**src/nra_pkg.sv**
```systemverilog
// Package for the nearest-neighbor resize address generator.
// Field widths, register indexes, reset values and the result record.
// No dependencies.
`timescale 1ns / 1ps
`default_nettype none

package nra_pkg;

  localparam int unsigned InDimW   = 13;
  localparam int unsigned OutDimW  = 15;
  localparam int unsigned StepW    = 20;
  localparam int unsigned PlaneW   = 16;
  localparam int unsigned CountW   = 14;
  localparam int unsigned AccW     = 34;
  localparam int unsigned AddrW    = 32;
  localparam int unsigned CfgIdxW  = 3;
  localparam int unsigned CfgDataW = 20;

  localparam int unsigned DefMaxInDim     = 4096;
  localparam int unsigned DefStepFracBits = 16;
  localparam int unsigned OutDimMax       = 16384;

  localparam logic [InDimW-1:0]  RstInDim   = InDimW'(1);
  localparam logic [OutDimW-1:0] RstOutDim  = OutDimW'(1);
  localparam logic [StepW-1:0]   RstStep    = StepW'(65536);
  localparam logic [PlaneW-1:0]  RstPlanes  = PlaneW'(1);

  typedef enum logic [CfgIdxW-1:0] {
    CfgInWidth    = 3'd0,
    CfgInHeight   = 3'd1,
    CfgOutWidth   = 3'd2,
    CfgOutHeight  = 3'd3,
    CfgXStep      = 3'd4,
    CfgYStep      = 3'd5,
    CfgPlaneCount = 3'd6,
    CfgNone       = 3'd7
  } cfg_reg_e;

  typedef struct packed {
    logic [AddrW-1:0] source_address;
    logic [AddrW-1:0] dest_address;
    logic             end_of_row;
    logic             end_of_plane;
    logic             end_of_job;
  } result_t;

endpackage

`default_nettype wire

```
**src/nearest_resize_address_gen_core.sv**
```systemverilog
// Nearest-neighbor resize address generator: raster walk over a stack of
// output planes, source offsets from Q-format step accumulators.
// Depends on nra_pkg and nra_skid.
// Each result is registered, in the skid register if the output stalls.
// Throughput: 1 request per cycle while the skid slot is empty; all
//   address math for a pixel is one 13x13 multiply plus a 32-bit
//   three-input add between the state registers and the result register.
// Reset: async active-low; walk counters, accumulators and bases go to 0,
//   config registers to sizes 1, steps 1.0, one plane; output stage empty.
`timescale 1ns / 1ps
`default_nettype none

module nearest_resize_address_gen_core #(
  parameter int unsigned MAX_IN_DIM     = nra_pkg::DefMaxInDim,
  parameter int unsigned STEP_FRAC_BITS = nra_pkg::DefStepFracBits
) (
  input  wire logic                         clk_i,
  input  wire logic                         rst_ni,
  // config write channel
  input  wire logic                         cfg_valid_i,
  output logic                              cfg_ready_o,
  input  wire logic [nra_pkg::CfgIdxW-1:0]  cfg_index_i,
  input  wire logic [nra_pkg::CfgDataW-1:0] cfg_data_i,
  // request channel
  input  wire logic                         in_valid_i,
  output logic                              in_stall_o,
  input  wire logic                         restart_i,
  // result channel
  output logic                              out_valid_o,
  input  wire logic                         out_stall_i,
  output logic [nra_pkg::AddrW-1:0]         source_address_o,
  output logic [nra_pkg::AddrW-1:0]         dest_address_o,
  output logic                              end_of_row_o,
  output logic                              end_of_plane_o,
  output logic                              end_of_job_o
);

  localparam int unsigned InDimW  = nra_pkg::InDimW;
  localparam int unsigned OutDimW = nra_pkg::OutDimW;
  localparam int unsigned CountW  = nra_pkg::CountW;
  localparam int unsigned PlaneW  = nra_pkg::PlaneW;
  localparam int unsigned AccW    = nra_pkg::AccW;
  localparam int unsigned AddrW   = nra_pkg::AddrW;
  localparam int unsigned StepW   = nra_pkg::StepW;
  // largest input size a 13-bit register can express after the cap
  localparam int unsigned InCap   = (MAX_IN_DIM < 8191) ? MAX_IN_DIM : 8191;

  // ---------------------------------------------------------------------
  // Config registers. Ready is constant; unknown indexes are dropped.
  // ---------------------------------------------------------------------
  logic [InDimW-1:0]  in_width_q, in_height_q;
  logic [OutDimW-1:0] out_width_q, out_height_q;
  logic [StepW-1:0]   x_step_q, y_step_q;
  logic [PlaneW-1:0]  plane_count_q;
  logic               cfg_we;

  assign cfg_ready_o = 1'b1;
  assign cfg_we      = cfg_valid_i && cfg_ready_o;

  always_ff @(posedge clk_i or negedge rst_ni) begin
    if (!rst_ni) begin
      in_width_q    <= nra_pkg::RstInDim;
      in_height_q   <= nra_pkg::RstInDim;
      out_width_q   <= nra_pkg::RstOutDim;
      out_height_q  <= nra_pkg::RstOutDim;
      x_step_q      <= nra_pkg::RstStep;
      y_step_q      <= nra_pkg::RstStep;
      plane_count_q <= nra_pkg::RstPlanes;
    end else if (cfg_we) begin
      unique case (nra_pkg::cfg_reg_e'(cfg_index_i))
        nra_pkg::CfgInWidth:    in_width_q    <= cfg_data_i[InDimW-1:0];
        nra_pkg::CfgInHeight:   in_height_q   <= cfg_data_i[InDimW-1:0];
        nra_pkg::CfgOutWidth:   out_width_q   <= cfg_data_i[OutDimW-1:0];
        nra_pkg::CfgOutHeight:  out_height_q  <= cfg_data_i[OutDimW-1:0];
        nra_pkg::CfgXStep:      x_step_q      <= cfg_data_i[StepW-1:0];
        nra_pkg::CfgYStep:      y_step_q      <= cfg_data_i[StepW-1:0];
        nra_pkg::CfgPlaneCount: plane_count_q <= cfg_data_i[PlaneW-1:0];
        default: ;
      endcase
    end
  end

  // Effective sizes: zero acts as one, oversize saturates.
  logic [InDimW-1:0]  iw, ih;
  logic [OutDimW-1:0] ow, oh;
  logic [PlaneW-1:0]  pc;

  always_comb begin
    iw = in_width_q;
    if (in_width_q == '0) begin
      iw = InDimW'(1);
    end else if (32'(in_width_q) > MAX_IN_DIM) begin
      iw = InDimW'(InCap);
    end
    ih = in_height_q;
    if (in_height_q == '0) begin
      ih = InDimW'(1);
    end else if (32'(in_height_q) > MAX_IN_DIM) begin
      ih = InDimW'(InCap);
    end
    ow = out_width_q;
    if (out_width_q == '0) begin
      ow = OutDimW'(1);
    end else if (32'(out_width_q) > nra_pkg::OutDimMax) begin
      ow = OutDimW'(nra_pkg::OutDimMax);
    end
    oh = out_height_q;
    if (out_height_q == '0) begin
      oh = OutDimW'(1);
    end else if (32'(out_height_q) > nra_pkg::OutDimMax) begin
      oh = OutDimW'(nra_pkg::OutDimMax);
    end
    pc = (plane_count_q == '0) ? PlaneW'(1) : plane_count_q;
  end

  // ---------------------------------------------------------------------
  // Walk state
  // ---------------------------------------------------------------------
  logic [CountW-1:0] out_col_q, out_col_d, cur_col;
  logic [CountW-1:0] out_row_q, out_row_d, cur_row;
  logic [PlaneW-1:0] plane_index_q, plane_index_d, cur_plane;
  logic [AccW-1:0]   col_acc_q, col_acc_d, cur_col_acc;
  logic [AccW-1:0]   row_acc_q, row_acc_d, cur_row_acc;
  logic [AddrW-1:0]  plane_base_q, plane_base_d, cur_plane_base;
  logic [AddrW-1:0]  dest_counter_q, dest_counter_d, cur_dest;

  logic              in_accept;
  nra_pkg::result_t  nxt_res;

  // restart clears the walk before this pixel is generated
  always_comb begin
    cur_col        = restart_i ? '0 : out_col_q;
    cur_row        = restart_i ? '0 : out_row_q;
    cur_plane      = restart_i ? '0 : plane_index_q;
    cur_col_acc    = restart_i ? '0 : col_acc_q;
    cur_row_acc    = restart_i ? '0 : row_acc_q;
    cur_plane_base = restart_i ? '0 : plane_base_q;
    cur_dest       = restart_i ? '0 : dest_counter_q;
  end

  // Source coordinates: integer part of the accumulators, clamped to edge.
  logic [AccW-1:0]          row_int, col_int;
  logic [InDimW-1:0]        ih_m1, iw_m1;
  logic [InDimW-1:0]        src_row, src_col;
  logic [2*InDimW-1:0]      row_base, plane_size;
  logic                     eor, eop, eoj;

  always_comb begin
    row_int    = cur_row_acc >> STEP_FRAC_BITS;
    col_int    = cur_col_acc >> STEP_FRAC_BITS;
    ih_m1      = ih - InDimW'(1);
    iw_m1      = iw - InDimW'(1);
    src_row    = (row_int > AccW'(ih_m1)) ? ih_m1 : row_int[InDimW-1:0];
    src_col    = (col_int > AccW'(iw_m1)) ? iw_m1 : col_int[InDimW-1:0];
    row_base   = (2*InDimW)'(src_row) * (2*InDimW)'(iw);
    plane_size = (2*InDimW)'(ih) * (2*InDimW)'(iw);

    eor = ({1'b0, cur_col} + OutDimW'(1)) >= ow;
    eop = eor && (({1'b0, cur_row} + OutDimW'(1)) >= oh);
    eoj = eop && (({1'b0, cur_plane} + (PlaneW+1)'(1)) >= {1'b0, pc});

    nxt_res.source_address = cur_plane_base + AddrW'(row_base) + AddrW'(src_col);
    nxt_res.dest_address   = cur_dest;
    nxt_res.end_of_row     = eor;
    nxt_res.end_of_plane   = eop;
    nxt_res.end_of_job     = eoj;
  end

  // Counter advance: column fastest, then row, then plane; wrap at job end.
  always_comb begin
    out_col_d      = cur_col + CountW'(1);
    col_acc_d      = cur_col_acc + AccW'(x_step_q);
    out_row_d      = cur_row;
    row_acc_d      = cur_row_acc;
    plane_index_d  = cur_plane;
    plane_base_d   = cur_plane_base;
    dest_counter_d = cur_dest + AddrW'(1);
    if (eor) begin
      out_col_d = '0;
      col_acc_d = '0;
      if (eop) begin
        out_row_d = '0;
        row_acc_d = '0;
        if (eoj) begin
          plane_index_d  = '0;
          plane_base_d   = '0;
          dest_counter_d = '0;
        end else begin
          plane_index_d = cur_plane + PlaneW'(1);
          plane_base_d  = cur_plane_base + AddrW'(plane_size);
        end
      end else begin
        out_row_d = cur_row + CountW'(1);
        row_acc_d = cur_row_acc + AccW'(y_step_q);
      end
    end
  end

  always_ff @(posedge clk_i or negedge rst_ni) begin
    if (!rst_ni) begin
      out_col_q      <= '0;
      out_row_q      <= '0;
      plane_index_q  <= '0;
      col_acc_q      <= '0;
      row_acc_q      <= '0;
      plane_base_q   <= '0;
      dest_counter_q <= '0;
    end else if (in_accept) begin
      out_col_q      <= out_col_d;
      out_row_q      <= out_row_d;
      plane_index_q  <= plane_index_d;
      col_acc_q      <= col_acc_d;
      row_acc_q      <= row_acc_d;
      plane_base_q   <= plane_base_d;
      dest_counter_q <= dest_counter_d;
    end
  end

  // ---------------------------------------------------------------------
  // Result register + skid; input stalls only when the skid slot is full
  // ---------------------------------------------------------------------
  nra_pkg::result_t out_res;

  assign in_accept = in_valid_i && !in_stall_o;

  nra_skid u_skid (
    .clk_i       (clk_i),
    .rst_ni      (rst_ni),
    .in_valid_i  (in_valid_i),
    .in_data_i   (nxt_res),
    .in_stall_o  (in_stall_o),
    .out_valid_o (out_valid_o),
    .out_data_o  (out_res),
    .out_stall_i (out_stall_i)
  );

  assign source_address_o = out_res.source_address;
  assign dest_address_o   = out_res.dest_address;
  assign end_of_row_o     = out_res.end_of_row;
  assign end_of_plane_o   = out_res.end_of_plane;
  assign end_of_job_o     = out_res.end_of_job;

`ifndef SYNTHESIS
  // a full skid slot means the result register is occupied
  a_stall_implies_full : assert property (@(posedge clk_i) disable iff (!rst_ni)
    in_stall_o |-> out_valid_o)
    else $error("input stalled with empty result register");

  // last pixel of the job wraps every counter
  a_job_wrap : assert property (@(posedge clk_i) disable iff (!rst_ni)
    (in_accept && nxt_res.end_of_job) |=>
      (dest_counter_q == '0 && plane_index_q == '0 && plane_base_q == '0))
    else $error("counters did not wrap after end of job");

  // mid-row pixel advances the column by one
  a_col_step : assert property (@(posedge clk_i) disable iff (!rst_ni)
    (in_accept && !nxt_res.end_of_row && !restart_i) |=>
      (out_col_q == CountW'($past(out_col_q) + CountW'(1))))
    else $error("column counter did not advance");
`endif

endmodule

`default_nettype wire

```
**src/nra_skid.sv**
```systemverilog
// Two-entry output stage (result register plus skid register) for the
// resize address generator. Uses nra_pkg::result_t.
`timescale 1ns / 1ps
`default_nettype none

module nra_skid (
  input  wire logic             clk_i,
  input  wire logic             rst_ni,
  input  wire logic             in_valid_i,
  input  wire nra_pkg::result_t in_data_i,
  output logic                  in_stall_o,
  output logic                  out_valid_o,
  output nra_pkg::result_t      out_data_o,
  input  wire logic             out_stall_i
);

  logic             out_valid_q, out_valid_d;
  logic             skid_valid_q, skid_valid_d;
  nra_pkg::result_t out_data_q, out_data_d;
  nra_pkg::result_t skid_data_q, skid_data_d;
  logic             push;
  logic             slot_free;

  assign push      = in_valid_i && !skid_valid_q;
  assign slot_free = !out_valid_q || !out_stall_i;

  always_comb begin
    out_valid_d  = out_valid_q;
    skid_valid_d = skid_valid_q;
    out_data_d   = out_data_q;
    skid_data_d  = skid_data_q;
    if (slot_free) begin
      if (skid_valid_q) begin
        out_valid_d  = 1'b1;
        out_data_d   = skid_data_q;
        skid_valid_d = 1'b0;
      end else begin
        out_valid_d = push;
        out_data_d  = in_data_i;
      end
    end else if (push) begin
      skid_valid_d = 1'b1;
      skid_data_d  = in_data_i;
    end
  end

  always_ff @(posedge clk_i or negedge rst_ni) begin
    if (!rst_ni) begin
      out_valid_q  <= 1'b0;
      skid_valid_q <= 1'b0;
    end else begin
      out_valid_q  <= out_valid_d;
      skid_valid_q <= skid_valid_d;
    end
  end

  always_ff @(posedge clk_i) begin
    out_data_q  <= out_data_d;
    skid_data_q <= skid_data_d;
  end

  assign in_stall_o  = skid_valid_q;
  assign out_valid_o = out_valid_q;
  assign out_data_o  = out_data_q;

endmodule

`default_nettype wire

```
**config.mk**
```make
export PLATFORM = sky130hd
export DESIGN_NAME = nearest_resize_address_gen_core
export DESIGN_NICKNAME = d
export VERILOG_FILES = /design/src/nra_pkg.sv /design/src/nearest_resize_address_gen_core.sv /design/src/nra_skid.sv
export SDC_FILE = /design/constraint.sdc
export NUM_CORES = 2
export LEC_CHECK = 0
export BUFFER_PORTS_ARGS = -buffer_cell sky130_fd_sc_hd__clkbuf_2
export CORE_MARGIN = 3
export CORE_UTILIZATION = 55
export CTS_CLUSTER_SIZE = 20
export DETAILED_ROUTE_END_ITERATION = 16
export GPL_ROUTABILITY_DRIVEN = 1
export PLACE_DENSITY_LB_ADDON = 0.2
export SLEW_MARGIN = 20
export SYNTH_ARGS = -nofsm -noshare
export SYNTH_HDL_FRONTEND = slang
export SYNTH_SLANG_ARGS = --single-unit
```
**constraint.sdc**
```tcl
create_clock -name clk_i -period 9.15 [get_ports clk_i]
set_input_delay 0.4575 -clock clk_i [delete_from_list [all_inputs] [get_ports clk_i]]
set_output_delay 0.4575 -clock clk_i [all_outputs]
set_load 0.02 [all_outputs]
```
### Word level (Yosys, flattened, before mapping)

Index checks and enable logic that the tools add are counted.

| storage, ports and cells | value |
|---|---|
| output and inout bits | 70 |
| input port bits | 29 |
| word-level logic and storage cells | 117 |
| bits in registers | 424 |

| cells by class | value |
|---|---|
| order comparisons | 9 |
| mux-type cells | 37 |
| multiply operators | 2 |
| bitwise gates (word level) | 1 |
| equality and inequality tests | 6 |
| reductions and logical operators | 22 |
| $add $sub $neg | 14 |

Operators with widths:

| operator | count |
|---|---|
| $mux 32 | 8 |
| $mux 34 | 5 |
| $mux 16 | 5 |
| $mux 13 | 6 |
| $mux 14 | 5 |
| $add 34x20->34 | 2 |
| $mux 67 | 1 |
| $add 32x26->32 | 2 |
| $mux 15 | 4 |
| $mul 13x13->26 | 2 |
| $gt 18x13->1 | 2 |
| $add 32x1->32 const B | 1 |
| $add 32x13->32 | 1 |
| $add 14x1->15 const B | 2 |
| $ge 15x15->1 | 2 |
| $gt 15x15->1 const B | 2 |
| $logic_not 15->1 | 2 |
| $add 14x1->14 const B | 2 |
| $gt 13x13->1 const B | 2 |
| $logic_not 13->1 | 2 |
| $sub 13x1->13 const B | 2 |
| $add 16x1->17 const B | 1 |
| $ge 17x16->1 | 1 |
| $add 16x1->16 const B | 1 |
| 12 further kinds | 28 |

### Longest topological paths before layout

| depth | value |
|---|---|
| depth in word-level cells | 10 |
| gate-level depth with buffers | 42 |
| gate-level depth less buffers | 39 |

### By module

From an unflattened synthesis, not the netlist that was laid out.

| unflattened totals | value |
|---|---|
| cells, all modules | 3,763 |
| area total of the unflattened synthesis | 37,547.3 um^2 |

Modules (own cells, without submodules):

| module | cells each | instances | sequential area each (um^2) | area each (um^2) |
|---|---|---|---|---|
| nearest_resize_address_gen_core | 3,548 | 1 | 7,215.7 | 32,288.5 |
| nra_skid | 215 | 1 | 4,073.9 | 5,258.8 |

### Least setup slack after synthesis

No wires, ideal clock.

| timing path | value |
|---|---|
| path type | flip-flop to flip-flop |
| from | register in_height_q[4] |
| to | register u_skid.out_data_q, in the netlist u_skid.out_data_o[66] (data pin) |
| buffers on the path | 3 |
| clock period less this slack | 9.682 ns |
| setup time | 0.260 ns |
| required time | 8.890 ns |
| path slack | -0.532 ns |
| arrival | 9.422 ns |
| stages on the path, launching flop included | 41 |
| cell sequence | dfrtp_1 > nor4_1 > a31oi_1 > nor2_1 > inv_1 > clkbuf_1 > ha_1 > o21ai_0 > nor2_1 > xnor2_1 > ha_1 > a21o_1 > a21oi_1 > nor2_1 > a2111oi_0 > o2bb2ai_1 > buf_2 > buf_2 > (+5 left out) > inv_1 > fa_1 > inv_1 > fa_1 > inv_1 > fa_1 > inv_1 > fa_1 > inv_1 > ha_1 > a2111oi_0 > o21ai_0 > a21oi_1 > o21ai_1 > a211oi_1 > nor2_1 > xnor2_1 > mux2_2 |

RTL lines:

| what | RTL line | text |
|---|---|---|
| from (decl) | nearest_resize_address_gen_core.sv:51 | `logic [InDimW-1:0] in_width_q, in_height_q;` |
| from (signal assigned) | nearest_resize_address_gen_core.sv:63 | `in_height_q <= nra_pkg::RstInDim;` |
| from (signal assigned) | nearest_resize_address_gen_core.sv:72 | `nra_pkg::CfgInHeight: in_height_q <= cfg_data_i[InDimW-1:0];` |
| to (signal assigned) | nra_skid.sv:58 | `out_data_q <= out_data_d;` |
| to (decl) | nra_skid.sv:19 | `nra_pkg::result_t out_data_q, out_data_d;` |

==> results.sh <==
export IMPL_initial_core_util_pct=55.9
export IMPL_p_int_mw=4.87
export IMPL_num_vias=28422
export IMPL_row_count=93
export IMPL_ys_seq_area_share_pct=31.1
export IMPL_layout_common_cells="nand2_1, inv_1, fa_1"
export IMPL_finalWirelength_microns=98500
export IMPL_critPathLaunchType="flip-flop"
export IMPL_combinationalPowerShare_pct=45.6
export IMPL_clock_latency_ns=0.61
export IMPL_grt_pass1_wl_microns=157000
export IMPL_ios=99
export IMPL_vias_per_cell=5.78
export IMPL_grt_pass1_vias=28271
export IMPL_ys_top_cells_by_area="dfrtp_1, fa_1, edfxtp_1, ha_1, mux2_2"
export IMPL_dp_slack_ns=-0.228
export IMPL_port_buffers=97
export IMPL_fillers=5274
export IMPL_multi_input_area_sq_um=23600
export IMPL_skew_ns=0.0266
export IMPL_htreeDepth=2
export IMPL_outcome="finished, final reports clean"
export IMPL_critPathArrivalTime_ns=9.46
export IMPL_rsz0062_at_grt="yes"
export IMPL_fin_crit_ns=9.12
export IMPL_die_y_microns=263
export IMPL_track_usage_pct=28.2
export IMPL_max_stage_delay_ns=0.59
export IMPL_layout_cells_non_filler=4914
export IMPL_swShare_pct=39.3
export IMPL_crit_path_max_fanout=5
export IMPL_cp_end_kind="flip-flop"
export IMPL_area_delta_synth_final_pct=14.9
export IMPL_synth_nets=4409
export IMPL_final_cell_area_sq_um=41700
export IMPL_die_area_sq_um=69100
export IMPL_min_path_type="input pin to flip-flop"
export IMPL_slew_viol_final=0
export IMPL_power_frac_clock_pct=24.7
export IMPL_drtIter0Drc=2471
export IMPL_synth_area_sq_um=36300
export IMPL_drive_gt1_share_pct=19.4
export IMPL_syn_avg_cell_area_sq_um=9.59
export IMPL_wl_per_cell_microns=20.1
export IMPL_antenna_cells=0
export IMPL_cts_tree="built"
export IMPL_fin_ws_ns=0.0302
export IMPL_dp_cells=4784
export IMPL_ant_nets=0
export IMPL_synth_flop_cell="dfrtp_1"
export IMPL_fin_nets=4643
export IMPL_place_gp_congestion=0.950
export IMPL_peakVddDrop_mv=0.171
export IMPL_finalCritPeriodShare_pct=99.7
export IMPL_cts_buffer_depth=3
export IMPL_cp_data_required_time_ns=9.49
export IMPL_criticalPathCategory="flip-flop to flip-flop"
export IMPL_syn_instance_count=3784
export IMPL_ys_types=95
export IMPL_setup_violations=0
export IMPL_cts_sinks=424
export IMPL_worst_pin_slew_ns=1.09
export IMPL_synth_edff_count=134
export IMPL_cts_root_buffer_cell="clkbuf_16"
export IMPL_core_sq_um=64900
export IMPL_dpl_cell_area_sq_um=38900
export IMPL_finalHoldViolCount=0
export IMPL_slowest_stage="fa_1"
export IMPL_netlist_area_leader_share_pct=19.5
export IMPL_cp_common_cell="fa_1"
export IMPL_clk_pin_slew_ns=0.06
export IMPL_power_density_nw_per_um2=192
export IMPL_seq_area_sq_um=11300
export IMPL_switching_power_mw=3.16
export IMPL_drc=0
export IMPL_synthArstFlopShare_pct=68.4
export IMPL_relSlewSlack_pct=27.4
export IMPL_seq_power_share_pct=29.7
export IMPL_grt_max_degree=114
export IMPL_leakage_nw=20.0
export IMPL_synth_area_leader_cell="dfrtp_1"
export IMPL_yosys_warnings=0
export IMPL_antenna_found_initial=6
export IMPL_dp_hpwl_microns=73000
export IMPL_timing_fmax_ghz=0.110
export IMPL_overflow=0
export IMPL_numCtsBuffers=49
export IMPL_drtPass1Iterations=5
export IMPL_drv_cap=0
export IMPL_die_x_microns=263
export IMPL_synth_seq_cells=424
export IMPL_final_common_cell="nand2_1"
==> flip-flops by register name (all words and copies together) (netlist names) <==
register            cells
col_acc_q              34
dest_counter_q         32
in_height_q            13
in_width_q             13
out_col_q              14
out_height_q           15
out_row_q              14
out_width_q            15
plane_base_q           32
plane_count_q          16
plane_index_q          16
row_acc_q              34
u_skid.in_stall_o       1
u_skid.out_data_o      67
u_skid.out_valid_o      1
u_skid.skid_data_q     67
x_step_q               20
y_step_q               20
==> path summary, 6_finish.rpt <==
| path | start | end | slack [ns] | depth (start not counted) |
|---|---|---|---|---|
| max in group asynchronous | rst_ni | plane_base_q[25] | 6.47 | 4 |
| worst max register to register | in_height_q[0] | u_skid.out_data_o[56] | 0.03 | 37 |
| worst max-delay path | in_height_q[0] | u_skid.out_data_o[56] | 0.03 | 37 |
| worst min-delay path | in_valid_i | u_skid.out_valid_o | 0.18 | 3 |
| worst min register to register | col_acc_q[11] | col_acc_q[11] | 0.47 | 2 |
| min in group asynchronous | rst_ni | out_width_q[3] | 0.53 | 2 |
==> power by group through the flow <==
stage          logic (mW)  clock network [mW]  registers [mW]
2_1_floorplan        2.46                   0            2.43
3_3_place_gp         3.41                   0            2.40
3_5_place_dp         3.48                   0            2.42
4_1_cts              3.56                2.02            2.38
5_1_grt              4.09                2.10            2.41
6_report             3.66                1.98            2.38
==> Yosys cell counts, drive strengths merged (24+ instances only) <==
library cell	n
a21o	70
a21oi	124
a22o	33
and2	26
and3	38
buf	37
clkbuf	116
dfrtp	283
edfxtp	134
fa	304
ha	292
inv	451
mux2	170
nand2	499
nand2b	33
nand3	77
nand4	31
nor2	259
nor2b	146
nor3	31
nor4	25
o21a	24
o21ai	202
o31ai	33
xnor2	86
xor2	49
==> per-stage QoR <==
stage          setup TNS (ns)  hold WS, ns  power [mW]  util, %
2_1_floorplan               0        0.162        4.89        -
3_3_place_gp           -0.284        0.451        5.82     59.9
3_5_place_dp            -2.36        0.459        5.89     59.9
4_1_cts                     0        0.160        7.97     63.2
5_1_grt                 -3.19        0.178        8.60     64.3
6_report                    0        0.180        8.03     64.3
==> logic make-up after synthesis <==
kind of cell               synth area share [%]
buffers and inverters                      6.43
muxes                                      5.41
AOI/OAI and AO/OA                          11.1
and+or+nand+nor                            15.9
other                                    0.0103
DFF                                        31.1
adders and majority gates                  26.8
xor gates and xnor gates                   3.28
==> per-layer routing <==
metal  GRT usage [%]  up-vias  wire [microns]
met5               0        -               0
met4            8.33        0            3200
met3            4.18      178            6940
met2            45.1      958           45500
met1            40.2    14100           42900
li1                -    13186               -
==> timing repair <==
item,in CTS,in global routing
gates cloned,2,1
pin swaps,48,116
hold buffers,1,0
endpoints found under the hold margin,108,0
resized for setup,62,135
setup buffers,22,19
setup endpoints to repair,24,40
==> final cells by class <==
cell class	instances	share of cell area (%)
multi-input combinational	2754	56.6
sequential	424	27.1
timing repair buffer	336	5.84
inverter	453	4.07
clock buffer	62	3.13
tap	855	2.56
clock inverter	30	0.765
==> worst max-delay path: cells and delay by family (launching register included) <==
kind | cells | cell delay, ns
AO/OA/AOI/OAI | 8 | 1.42
XOR/XNOR | 2 | 0.29
adder cells (fa/ha/maj) | 8 | 3.65
buffers and inverters | 9 | 0.99
flip-flops | 1 | 0.54
multiplexers | 1 | 0.27
AND/OR/NAND/NOR | 9 | 1.72
Power figures use the tool's default switching activity.
